===== config.mk =====
export PLATFORM = sky130hd
export DESIGN_NAME = gregorian_date_calendar_fields
export DESIGN_NICKNAME = d
export VERILOG_FILES = /design/src/rtl/gdcf_pkg.sv /design/src/rtl/gdcf_year.sv /design/src/rtl/gdcf_weekday.sv /design/src/rtl/gdcf_week.sv /design/src/rtl/gregorian_date_calendar_fields.sv
export VERILOG_INCLUDE_DIRS = /design/src /design/src/rtl
export SDC_FILE = /design/constraint.sdc
export NUM_CORES = 1
export LEC_CHECK = 0
export BUFFER_PORTS_ARGS = -buffer_cell sky130_fd_sc_hd__clkbuf_2
export CORE_UTILIZATION = 40
export CTS_BUF_LIST = sky130_fd_sc_hd__clkbuf_8
export DETAILED_ROUTE_END_ITERATION = 16
export SLEW_MARGIN = 20
export SYNTH_ARGS = -nofsm -noshare
export SYNTH_HDL_FRONTEND = slang
export SYNTH_SLANG_ARGS = --single-unit

===== constraint.sdc =====
create_clock -name clk -period 11.4 [get_ports clk]
set_input_delay 0 -clock clk [delete_from_list [all_inputs] [get_ports clk]]
set_output_delay 0 -clock clk [all_outputs]
set_load 0.01 [all_outputs]

===== src/rtl/gregorian_date_calendar_fields_assert.svh =====
// Assertion macros for the calendar field pipeline.
// Files that check their own logic take this header by include; it depends on nothing.
`ifndef GREGORIAN_DATE_CALENDAR_FIELDS_ASSERT_SVH
`define GREGORIAN_DATE_CALENDAR_FIELDS_ASSERT_SVH
`ifndef SYNTHESIS
`define GDCF_ASSERT_IMPLY(lbl, ante, cons, msg) \
  lbl: assert property (@(posedge clk) disable iff (!rst_n) (ante) |-> (cons)) \
    else $error(msg);
`define GDCF_ASSERT_NEXT(lbl, ante, cons, msg) \
  lbl: assert property (@(posedge clk) disable iff (!rst_n) (ante) |=> (cons)) \
    else $error(msg);
`else
`define GDCF_ASSERT_IMPLY(lbl, ante, cons, msg)
`define GDCF_ASSERT_NEXT(lbl, ante, cons, msg)
`endif
`endif


===== src/rtl/gdcf_pkg.sv =====
// Types, constants and month tables for the calendar field pipeline.
// Used by every module of the block; depends on nothing.
package gdcf_pkg;

  localparam logic [13:0] YEAR_MAX      = 14'd9999;
  localparam logic [8:0]  YEAR_LEN      = 9'd365;
  localparam logic [8:0]  LEAP_YEAR_LEN = 9'd366;
  localparam logic [5:0]  WEEK_LONG     = 6'd53;
  localparam logic [5:0]  WEEK_SHORT    = 6'd52;
  localparam logic [13:0] YEAR_SHIFT    = 14'd400;

  // Reciprocal multipliers for division by 100 and by 7.
  localparam logic [12:0] DIV100_MUL = 13'd5243;
  localparam int          DIV100_SH  = 19;
  localparam logic [11:0] DIV7_MUL   = 12'd2341;
  localparam int          DIV7_SH    = 14;

  localparam logic [2:0] WD_SUNDAY    = 3'd0;
  localparam logic [2:0] ISO_SUNDAY   = 3'd7;
  localparam logic [2:0] DEC31_THU    = 3'd4;
  localparam logic [2:0] DEC31_FRI    = 3'd5;

  typedef struct packed {
    logic [13:0] year_value;
    logic [3:0]  month_value;
    logic [4:0]  day_value;
  } date_in_t;

  typedef struct packed {
    logic        date_valid;
    logic        leap_flag;
    logic [8:0]  ordinal_day;
    logic [2:0]  weekday_sunday;
    logic [2:0]  weekday_iso;
    logic [5:0]  week_sunday_based;
    logic [5:0]  week_iso;
  } date_out_t;

  typedef struct packed {
    logic        date_ok;
    logic        leap;
    logic        prev_leap;
    logic [8:0]  doy;
    logic [14:0] yadj;
    logic [7:0]  cent;
    logic [2:0]  sak;
    logic [4:0]  dd;
  } ydate_t;

  typedef struct packed {
    logic        date_ok;
    logic        leap;
    logic        prev_leap;
    logic [8:0]  doy;
    logic [2:0]  wd;
  } wday_t;

  function automatic logic [4:0] month_len(input logic [3:0] mm, input logic leap);
    logic [4:0] len;
    unique case (mm)
      4'd1, 4'd3, 4'd5, 4'd7, 4'd8, 4'd10, 4'd12: len = 5'd31;
      4'd4, 4'd6, 4'd9, 4'd11:                    len = 5'd30;
      4'd2:                                       len = leap ? 5'd29 : 5'd28;
      default:                                    len = 5'd0;
    endcase
    return len;
  endfunction

  // Days in the months before the given one, common year.
  function automatic logic [8:0] cum_days(input logic [3:0] mm);
    logic [8:0] days;
    unique case (mm)
      4'd1:    days = 9'd0;
      4'd2:    days = 9'd31;
      4'd3:    days = 9'd59;
      4'd4:    days = 9'd90;
      4'd5:    days = 9'd120;
      4'd6:    days = 9'd151;
      4'd7:    days = 9'd181;
      4'd8:    days = 9'd212;
      4'd9:    days = 9'd243;
      4'd10:   days = 9'd273;
      4'd11:   days = 9'd304;
      4'd12:   days = 9'd334;
      default: days = 9'd0;
    endcase
    return days;
  endfunction

  // Month offsets of the weekday formula.
  function automatic logic [2:0] sak_off(input logic [3:0] mm);
    logic [2:0] off;
    unique case (mm)
      4'd1:    off = 3'd0;
      4'd2:    off = 3'd3;
      4'd3:    off = 3'd2;
      4'd4:    off = 3'd5;
      4'd5:    off = 3'd0;
      4'd6:    off = 3'd3;
      4'd7:    off = 3'd5;
      4'd8:    off = 3'd1;
      4'd9:    off = 3'd4;
      4'd10:   off = 3'd6;
      4'd11:   off = 3'd2;
      4'd12:   off = 3'd4;
      default: off = 3'd0;
    endcase
    return off;
  endfunction

endpackage


===== src/rtl/gdcf_year.sv =====
// Year stages: century quotient, leap rules, date check and day of year.
// Depends on gdcf_pkg.
module gdcf_year
  import gdcf_pkg::*;
(
  input  logic     clk,
  input  logic     rst_n,
  input  logic     in_vld,
  input  date_in_t in_item,
  output logic     yr_vld,
  output ydate_t   yr
);

  logic        s1_vld_r;
  date_in_t    s1_item_r;
  logic [7:0]  s1_q100_r;
  logic [26:0] q100_prod;
  logic [7:0]  q100_nxt;

  logic        s2_vld_r;
  ydate_t      s2_r;
  ydate_t      s2_nxt;

  logic [13:0] yy;
  logic [3:0]  mm;
  logic [4:0]  dd;
  logic [13:0] rem_full;
  logic [6:0]  rem;
  logic        r0;
  logic        q4;
  logic        early_mo;
  logic        leap;

  assign q100_prod = 27'(in_item.year_value) * 27'(DIV100_MUL);
  assign q100_nxt  = 8'(q100_prod >> DIV100_SH);

  always_ff @(posedge clk) begin
    if (!rst_n) begin
      s1_vld_r <= 1'b0;
      s2_vld_r <= 1'b0;
    end else begin
      s1_vld_r <= in_vld;
      s2_vld_r <= s1_vld_r;
    end
  end

  always_ff @(posedge clk) begin
    s1_item_r <= in_item;
    s1_q100_r <= q100_nxt;
    s2_r      <= s2_nxt;
  end

  always_comb begin
    yy       = s1_item_r.year_value;
    mm       = s1_item_r.month_value;
    dd       = s1_item_r.day_value;
    rem_full = yy - {s1_q100_r, 6'b0} - 14'({s1_q100_r, 5'b0}) - 14'({s1_q100_r, 2'b0});
    rem      = rem_full[6:0];
    r0       = (rem == 7'd0);
    q4       = (s1_q100_r[1:0] == 2'd0);
    early_mo = (mm < 4'd3);
    leap     = (yy[1:0] == 2'd0) && (!r0 || q4);

    s2_nxt.leap      = leap;
    s2_nxt.prev_leap = (yy != 14'd0) && (yy[1:0] == 2'd1) && ((rem != 7'd1) || q4);
    s2_nxt.date_ok   = (yy <= YEAR_MAX) && (mm >= 4'd1) && (mm <= 4'd12) && (dd >= 5'd1)
                       && (dd <= month_len(mm, leap));
    s2_nxt.doy       = cum_days(mm) + 9'(dd) + 9'(leap && (mm > 4'd2));
    s2_nxt.yadj      = 15'(yy) + 15'(YEAR_SHIFT) - 15'(early_mo);
    s2_nxt.cent      = s1_q100_r + 8'd4 - 8'(early_mo && r0);
    s2_nxt.sak       = sak_off(mm);
    s2_nxt.dd        = dd;
  end

  assign yr_vld = s2_vld_r;
  assign yr     = s2_r;

endmodule


===== src/rtl/gdcf_weekday.sv =====
// Weekday stages: the day-count sum, then its remainder modulo seven.
// Depends on gdcf_pkg.
module gdcf_weekday
  import gdcf_pkg::*;
(
  input  logic   clk,
  input  logic   rst_n,
  input  logic   yr_vld,
  input  ydate_t yr,
  output logic   wd_vld,
  output wday_t  wd
);

  logic        s3_vld_r;
  ydate_t      s3_r;
  logic [15:0] sum_r;
  logic [15:0] sum_nxt;

  logic        s4_vld_r;
  wday_t       s4_r;
  wday_t       s4_nxt;

  logic [5:0]  fold1;
  logic [3:0]  fold2;

  assign sum_nxt = 16'(yr.yadj) + 16'(yr.yadj >> 2) - 16'(yr.cent) + 16'(yr.cent >> 2)
                   + 16'(yr.sak) + 16'(yr.dd);

  always_ff @(posedge clk) begin
    if (!rst_n) begin
      s3_vld_r <= 1'b0;
      s4_vld_r <= 1'b0;
    end else begin
      s3_vld_r <= yr_vld;
      s4_vld_r <= s3_vld_r;
    end
  end

  always_ff @(posedge clk) begin
    s3_r  <= yr;
    sum_r <= sum_nxt;
    s4_r  <= s4_nxt;
  end

  // Eight is one modulo seven, so octal digits are summed twice before a final subtract.
  always_comb begin
    fold1 = 6'(sum_r[2:0]) + 6'(sum_r[5:3]) + 6'(sum_r[8:6]) + 6'(sum_r[11:9])
            + 6'(sum_r[14:12]) + 6'(sum_r[15]);
    fold2 = 4'(fold1[2:0]) + 4'(fold1[5:3]);

    s4_nxt.date_ok   = s3_r.date_ok;
    s4_nxt.leap      = s3_r.leap;
    s4_nxt.prev_leap = s3_r.prev_leap;
    s4_nxt.doy       = s3_r.doy;
    s4_nxt.wd        = (fold2 >= 4'd7) ? 3'(fold2 - 4'd7) : fold2[2:0];
  end

  assign wd_vld = s4_vld_r;
  assign wd     = s4_r;

endmodule


===== src/rtl/gdcf_week.sv =====
// Week stages: ISO weekday, Sunday-based week and ISO week, then the output register.
// Depends on gdcf_pkg.
module gdcf_week
  import gdcf_pkg::*;
(
  input  logic      clk,
  input  logic      rst_n,
  input  logic      wd_vld,
  input  wday_t     wd,
  output logic      out_vld,
  output date_out_t out_item
);

  typedef struct packed {
    logic        date_ok;
    logic        leap;
    logic [8:0]  doy;
    logic [2:0]  wd;
    logic [2:0]  iso;
    logic [5:0]  wk_sun;
    logic        early;
    logic        prev53;
    logic        late;
    logic [8:0]  tm1;
  } wk_t;

  logic        s5_vld_r;
  wk_t         s5_r;
  wk_t         s5_nxt;
  logic        s6_vld_r;
  date_out_t   s6_r;
  date_out_t   s6_nxt;

  logic [2:0]  iso;
  logic [8:0]  sun_num;
  logic [20:0] sun_prod;
  logic [9:0]  thu;
  logic [9:0]  thu2;
  logic [2:0]  dec31;
  logic [8:0]  ylen;
  logic [20:0] iso_prod;
  logic [5:0]  iso_q;
  logic [5:0]  wk_iso;

  always_comb begin
    iso      = (wd.wd == WD_SUNDAY) ? ISO_SUNDAY : wd.wd;
    sun_num  = wd.doy + 9'd6 - 9'(wd.wd);
    sun_prod = 21'(sun_num) * 21'(DIV7_MUL);
    thu      = 10'(wd.doy) + 10'd4;
    thu2     = thu - 10'(iso);
    dec31    = iso - wd.doy[2:0];
    ylen     = wd.leap ? LEAP_YEAR_LEN : YEAR_LEN;

    s5_nxt.date_ok = wd.date_ok;
    s5_nxt.leap    = wd.leap;
    s5_nxt.doy     = wd.doy;
    s5_nxt.wd      = wd.wd;
    s5_nxt.iso     = iso;
    s5_nxt.wk_sun  = 6'(sun_prod >> DIV7_SH);
    s5_nxt.early   = (thu <= 10'(iso));
    s5_nxt.prev53  = (dec31 == DEC31_THU) || ((dec31 == DEC31_FRI) && wd.prev_leap);
    s5_nxt.late    = (thu2 > 10'(ylen));
    s5_nxt.tm1     = 9'(thu2 - 10'd1);
  end

  always_comb begin
    iso_prod = 21'(s5_r.tm1) * 21'(DIV7_MUL);
    iso_q    = 6'(iso_prod >> DIV7_SH) + 6'd1;
    if (s5_r.early) begin
      wk_iso = s5_r.prev53 ? WEEK_LONG : WEEK_SHORT;
    end else if (s5_r.late) begin
      wk_iso = 6'd1;
    end else begin
      wk_iso = iso_q;
    end

    s6_nxt = '0;
    if (s5_r.date_ok) begin
      s6_nxt.date_valid        = 1'b1;
      s6_nxt.leap_flag         = s5_r.leap;
      s6_nxt.ordinal_day       = s5_r.doy;
      s6_nxt.weekday_sunday    = s5_r.wd;
      s6_nxt.weekday_iso       = s5_r.iso;
      s6_nxt.week_sunday_based = s5_r.wk_sun;
      s6_nxt.week_iso          = wk_iso;
    end
  end

  always_ff @(posedge clk) begin
    if (!rst_n) begin
      s5_vld_r <= 1'b0;
      s6_vld_r <= 1'b0;
    end else begin
      s5_vld_r <= wd_vld;
      s6_vld_r <= s5_vld_r;
    end
  end

  always_ff @(posedge clk) begin
    s5_r <= s5_nxt;
    s6_r <= s6_nxt;
  end

  assign out_vld  = s6_vld_r;
  assign out_item = s6_r;

endmodule


===== src/rtl/gregorian_date_calendar_fields.sv =====
// Top level of the Gregorian date checker and calendar field generator.
// Depends on gdcf_pkg, gdcf_year, gdcf_weekday, gdcf_week and the assertion header.
//
// Usage: drive a date on in_item and raise start for one cycle per item. busy is
// always low, so an item is taken at every clock edge at which start is high.
// Each item gives exactly one result, shown on out_item for one cycle while
// out_strobe is high. The strobe rises after the item has passed through the
// register stages in order, and the result is accepted at the edge that ends
// the strobe. The pipeline has six register stages: the century quotient, the
// leap and date checks, the weekday sum, its reduction modulo seven, the week
// numbers, and the output register. Throughput is one item per cycle with no gaps.
// An invalid date gives date_valid low and every other field zero.
// The receiver cannot stall the block; results must be taken as they appear.
// A synchronous reset drops every item in flight and no strobe follows for them.
`include "gregorian_date_calendar_fields_assert.svh"
module gregorian_date_calendar_fields
  import gdcf_pkg::*;
(
  input  logic      clk,
  input  logic      rst_n,
  input  logic      start,
  output logic      busy,
  input  date_in_t  in_item,
  output logic      out_strobe,
  output date_out_t out_item
);

  logic   in_vld;
  logic   yr_vld;
  ydate_t yr;
  logic   wd_vld;
  wday_t  wd;

  assign busy   = 1'b0;
  assign in_vld = start && !busy;

  gdcf_year u_year (
    .clk     (clk),
    .rst_n   (rst_n),
    .in_vld  (in_vld),
    .in_item (in_item),
    .yr_vld  (yr_vld),
    .yr      (yr)
  );

  gdcf_weekday u_weekday (
    .clk    (clk),
    .rst_n  (rst_n),
    .yr_vld (yr_vld),
    .yr     (yr),
    .wd_vld (wd_vld),
    .wd     (wd)
  );

  gdcf_week u_week (
    .clk      (clk),
    .rst_n    (rst_n),
    .wd_vld   (wd_vld),
    .wd       (wd),
    .out_vld  (out_strobe),
    .out_item (out_item)
  );

  `GDCF_ASSERT_IMPLY(a_strobe_has_item, out_strobe, $past(in_vld, 6),
                     "Result without an item six cycles earlier.")
  `GDCF_ASSERT_IMPLY(a_valid_travels, wd_vld, $past(yr_vld, 2),
                     "Valid bit lost between year and weekday stages.")
  `GDCF_ASSERT_IMPLY(a_invalid_zero, out_strobe && !out_item.date_valid, out_item == '0,
                     "Invalid date with nonzero fields.")
  `GDCF_ASSERT_IMPLY(a_valid_nonzero, out_strobe && out_item.date_valid,
                     out_item.ordinal_day != 9'd0 && out_item.week_iso != 6'd0,
                     "Valid date with zero ordinal day or ISO week.")
  `GDCF_ASSERT_IMPLY(a_weekday_match, out_strobe && out_item.date_valid,
                     (out_item.weekday_iso == out_item.weekday_sunday) ||
                     (out_item.weekday_sunday == WD_SUNDAY && out_item.weekday_iso == ISO_SUNDAY),
                     "ISO weekday disagrees with Sunday-based weekday.")

endmodule


## Yosys cells after proc, flatten, opt, wreduce, memory -nomap -nowiden

Memory sizes are Yosys's and may differ from the RTL's. A register that Yosys moved wholly into a read port is not among the register bits.
Index checks and enable logic that the tools add are counted.

| cells by class | value |
|---|---|
| $lt $le $gt $ge | 10 |
| $add $sub $neg | 28 |
| eq/ne operators | 16 |
| mux-type cells | 9 |
| reductions and logical operators | 21 |
| multipliers | 3 |

Operators by type and width:

| kind | count |
|---|---|
| $mul 9x12->20 const B | 2 |
| $mux 29 | 1 |
| $mul 14x13->27 const B | 1 |
| $sub 7x7->7 | 3 |
| $eq 4x4->1 const B | 5 |
| $add 6x3->6 | 3 |
| $add 15x13->16 | 1 |
| $add 16x3->16 | 1 |
| $add 16x5->16 | 1 |
| $add 16x6->16 | 1 |
| $eq 4x3->1 const B | 4 |
| $sub 16x8->16 | 1 |
| $add 14x9->15 const B | 1 |
| $pmux 5 s3 | 1 |
| $sub 15x1->15 | 1 |
| $le 14x14->1 const B | 1 |
| $reduce_bool 14->1 | 1 |
| $mux 6 | 2 |
| $add 9x3->10 const B | 1 |
| $gt 10x9->1 | 1 |
| $le 10x3->1 | 1 |
| $logic_and 1x1->1 | 10 |
| $sub 10x3->10 | 1 |
| $add 9x1->9 | 1 |
| other kinds (33) | 41 |

| storage, ports and cells | value |
|---|---|
| memories kept | 2 |
| register bits | 184 |
| bits in read-only memories | 192 |
| word-level logic and storage cells | 133 |
| input bits | 26 |
| output and inout bits | 31 |

Memory list:

| memory | words | bits a word | read ports | clocked after Yosys merged registers in | wr ports | line | text |
|---|---|---|---|---|---|---|---|
| (name not given) | 16 | 9 | 1 | 1 | 0 | gdcf_pkg.sv:72 | `unique case (mm)` |
| (name not given) | 16 | 3 | 1 | 1 | 0 | gdcf_pkg.sv:93 | `unique case (mm)` |

## Depth between registers and ports, before layout

| logic depth | value |
|---|---|
| depth in word-level cells | 11 |
| depth in mapped cells | 27 |
| depth with buffers taken out | 27 |

## Hierarchy

A second synthesis with hierarchy kept.

| second synthesis, totals | value |
|---|---|
| cell total of the unflattened synthesis | 1482 |
| area total of the unflattened synthesis | 14938.1 um^2 |

By module, submodules not included:

| module | cells each | instances | sequential area each (um^2) | area an instance (um^2) |
|---|---|---|---|---|
| gdcf_year | 695 | 1 | 1701.6 | 7060.5 |
| gdcf_week | 511 | 1 | 1321.3 | 4909.7 |
| gdcf_weekday | 274 | 1 | 900.9 | 2956.6 |
| gregorian_date_calendar_fields | 2 | 1 | 0.0 | 11.3 |

## Least setup slack after synthesis

OpenSTA, ideal clock, no wires.

| timing path | value |
|---|---|
| path kind | register -> register |
| start point | register u_weekday.s4_r, in the netlist u_weekday.wd[5] |
| end point | register u_week.s5_r[17] (netlist bit) |
| stages on the path, launching flop included | 26 |
| data arrival time | 5.189 ns |
| slack | 6.081 ns |
| buffers on the path | 0 |
| clock period less this slack | 5.319 ns |
| setup time | 0.129 ns |
| data required time | 11.271 ns |
| cells stage by stage | dfxtp_1 > inv_1 > ha_1 > inv_1 > ha_1 > a21o_1 > a21oi_1 > nor2b_1 > o21a_1 > o21a_1 > o21ai_0 > nand2b_1 > xnor2_1 > ha_1 > inv_1 > fa_1 > fa_1 > inv_1 > ha_1 > ha_1 > or3_1 > o211ai_1 > a311oi_1 > o21a_1 > nor2_1 > xnor3_1 |

RTL lines:

| element | line | text |
|---|---|---|
| start: declaration | gdcf_weekday.sv:20 | `wday_t s4_r;` |
| start signal: assignment | gdcf_weekday.sv:42 | `s4_r <= s4_nxt;` |
| end signal: assignment | gdcf_week.sv:100 | `s5_r <= s5_nxt;` |
| end: declaration | gdcf_week.sv:28 | `wk_t s5_r;` |

==> impl_metrics.csv <==
group,metric,value,unit
critical_path,crit_arrival,6.18,ns
sta,slew_viol_final,0,
layout,area_growth,9.99,%
run,drv_cap,0,
sta,finalSetupTns,0,ns
critical_path,cp_max_fo,5,
routing,wl_met1,11500,um
yosys,post-synth-top-count-cell,"inv_1",
floorplanning,coreArea,36500,sq um
routing,vias,9423,
yosys,yosysWarnings,0,
critical_path,rrSetupSlack,5.57,ns
sta,fin_crit_sh,0.511,
critical_path,rr_startpoint,"u_weekday.wd[5]",
floorplanning,die_x,195,um
sta,clock_skew,0.0292,ns
yosys,synthDistinctLibCells,63,
routing,first_iter_violations,248,
yosys,synth.top_cell.area_share,0.270,
yosys,synth_edf_count,0,
global_routing,grt_pass1_wl,44000,um
global_routing,grt_max_degree,34,
yosys,synth_fp_nets,1945,
sta,period_minus_slack,5.83,ns
yosys,syn_inst,1480,
cts,cts_buffers,17,
routing,first_pass_iters,4,
global_routing,antenna_found_initial,0,
layout,antenna_cells,0,
yosys,syn_avg_cell_area,10.0,sq um
yosys,yosysTopAreaCell,"ha_1",
cts,cts_sinks,196,
yosys,syn_area,14800,sq um
placement,io_buffers,55,
floorplanning,rows,70,
sta,tightest_slew,0.962,ns
sta,hold_violations,0,
sta,max_slew_margin,0.358,
critical_path,crit_start,"u_weekday.wd[5]",
critical_path,worst_ep_required_time,11.75,ns
sta,max_freq,172,MHz
routing,wirelength,25100,um
placement,dp.final_hpwl,21100,um
global_routing,overflow,0,
yosys,yosys-top-cells-area,"ha_1 27%, dfxtp_1 26%, fa_1 16%",
routing,via_per_inst,4.59,
critical_path,endpoint_kind,"flip-flop",
critical_path,worstRegToRegCells,26,
status,status,"complete, no violations",
critical_path,crit_type,"flip-flop to flip-flop",
cts,clkTransAtPathRegs,0.12,ns
yosys,synth-main-ff-cell,"dfxtp_1",
yosys,synth_common_cells,"354 x inv_1, 320 x ha_1, 196 x dfxtp_1",
layout,nNetsFinal,2035,
cts,htreeDepth,4,
routing,route.detailed.drc,0,
floorplanning,die_h,195,um
routing,highest_layer,"met4",
floorplanning,die-area,37900,sq um
cts,cts_buffer_depth,2,
yosys,synthArstFlopShare,0,
global_routing,grt_pass1_vias,9678,
cts,cts_tree,"done",
cts,cts_resized,0,
routing,wire_per_inst,12.2,um
cts,clock_latency,0.49,ns
critical_path,r2r-end,"u_week.s5_r[17]",
routing,dr_wl_met3,406,um
routing,antenna_violating_nets_post_route,0,
cts,cts_root_buffer,"clkbuf_8",
min_path,hold_path.class,"input pin to flip-flop",
floorplanning,initial_core_util,0.406,
floorplanning,io_pins,57,
critical_path,crit_path_end,"u_week.s5_r[17]",
yosys,ys_ff_latch,196,
layout,drive_gt1_frac,0.0651,
sta,rsz0062_at_grt,"false",
sta,finalSetupViolCount,0,
global_routing,grtUsageTotal,0.142,
placement,globalplace.congestion,0.818,
yosys,ys_seq_area_frac,0.264,
routing,met2_wirelength,12900,um
critical_path,cp-start-kind,"flip-flop",
sequential cells by signal, indices dropped and copies added, names as in the netlist, named ones only:
name and cells:
u_week.out_item 29, u_week.out_vld 1, u_week.s5_r 35, u_week.s5_vld_r 1, u_weekday.s3_r 12, u_weekday.s3_vld_r 1, u_weekday.sum_r 16, u_weekday.wd 15
u_weekday.wd_vld 1, u_year.dd 5, u_year.mm 4, u_year.s1_q100_r 8, u_year.s1_vld_r 1, u_year.yr 43, u_year.yr_vld 1, u_year.yy 14
worst max-delay path: stages (launching register included):
cell	delay, ns
dfxtp_1	0.41
inv_1	0.09
ha_1	0.28
inv_1	0.06
ha_1	0.29
a21o_1	0.17
a21oi_1	0.21
nor2b_1	0.08
o21a_1	0.18
o21a_1	0.18
o21ai_0	0.14
nand2b_1	0.08
xnor2_1	0.34
ha_1	0.21
inv_1	0.05
fa_1	0.35
inv_1	0.07
fa_1	0.43
ha_1	0.21
ha_1	0.29
a21o_1	0.20
or3_1	0.32
o211ai_1	0.32
a311oi_1	0.20
o21a_1	0.23
nor2_1	0.10
xnor3_1	0.22
worst min-delay path by stage:
stage,start,endpoint,slack [ns],depth (start not counted)
after detailed placement,in_item[4],u_year.dd[4],0.11,1
final,in_item[1],u_year.dd[1],0.16,2
after global placement,in_item[1],u_year.dd[1],0.10,1
after CTS,in_item[1],u_year.dd[1],0.12,2
after floorplan,in_item[0],u_year.dd[0],0.03,0
after global routing,in_item[1],u_year.dd[1],0.12,2
per-stage QoR:
step | instances | hold slack [ns] | worst slack, ns | instance area (sq um) | utilization
2_1_floorplan | 1480 | 0.0277 | 6.08 | 14800 | -
3_3_place_gp | 1993 | 0.104 | 5.69 | 15600 | 0.428
3_5_place_dp | 1993 | 0.107 | 5.57 | 15600 | 0.428
5_1_grt | 2051 | 0.118 | 5.20 | 16300 | 0.447
6_report | 2051 | 0.159 | 5.57 | 16300 | 0.447
4_1_cts | 2051 | 0.123 | 5.55 | 16300 | 0.447
repair_timing:
item,in CTS,in global routing
hold buffers,26,0
buffers inserted,0,0
hold endpoints to repair,38,0
cell families (layout without fill, tap and decap cells):
| group | after synthesis | after routing | share of synthesized area |
|---|---|---|---|
| flops | 196 | 196 | 0.264 |
| buf+inv | 364 | 467 | 0.0936 |
| fa+ha+maj | 440 | 440 | 0.431 |
| xor+xnor | 89 | 89 | 0.0544 |
| simple gates | 214 | 214 | 0.0745 |
| mux | 9 | 9 | 0.00717 |
| other cells | 1 | 1 | 0.000253 |
| compound gates | 167 | 167 | 0.0745 |
final cells by class:
cell class | instances | area, sq um
tap | 468 | 586
clock inverter | 14 | 173
timing repair buffer | 81 | 536
inverter | 354 | 1330
multi-input combinational | 920 | 9520
clock buffer | 18 | 248
sequential | 196 | 3920
fill | 3535 | 20200
routing by layer:
metal	up-vias	GRT usage
met3	14	0.0208
met1	4431	0.171
met4	0	0.0300
met5	-	0
li1	4906	-
met2	72	0.267
cell usage in the layout (no fill, tap or decap), types with 4 or more instances in the layout:
master	instances
clkbuf_8	18
o21ai_1	4
nor2b_1	13
and2_1	35
o211ai_1	6
a31oi_1	5
a21boi_0	6
fa_1	119
a211oi_1	9
nand4_1	6
xor2_1	29
dlygate4sd3_1	26
mux2i_1	5
o21a_1	11
o21ai_0	32
clkbuf_2	55
nand2b_1	9
inv_1	354
and3_1	7
nand2_1	26
clkinv_8	5
nor3b_1	4
a21oi_1	41
nor2_1	63
or2_2	4
nor3_1	15
a21o_1	17
or3_1	5
ha_1	320
o21bai_1	12
nand3_1	12
xnor2_1	58
dfxtp_1	196
Power is left out: the tool's default activity adds up to more than one toggle a clock period on the data nets, which glitch-free logic cannot reach.
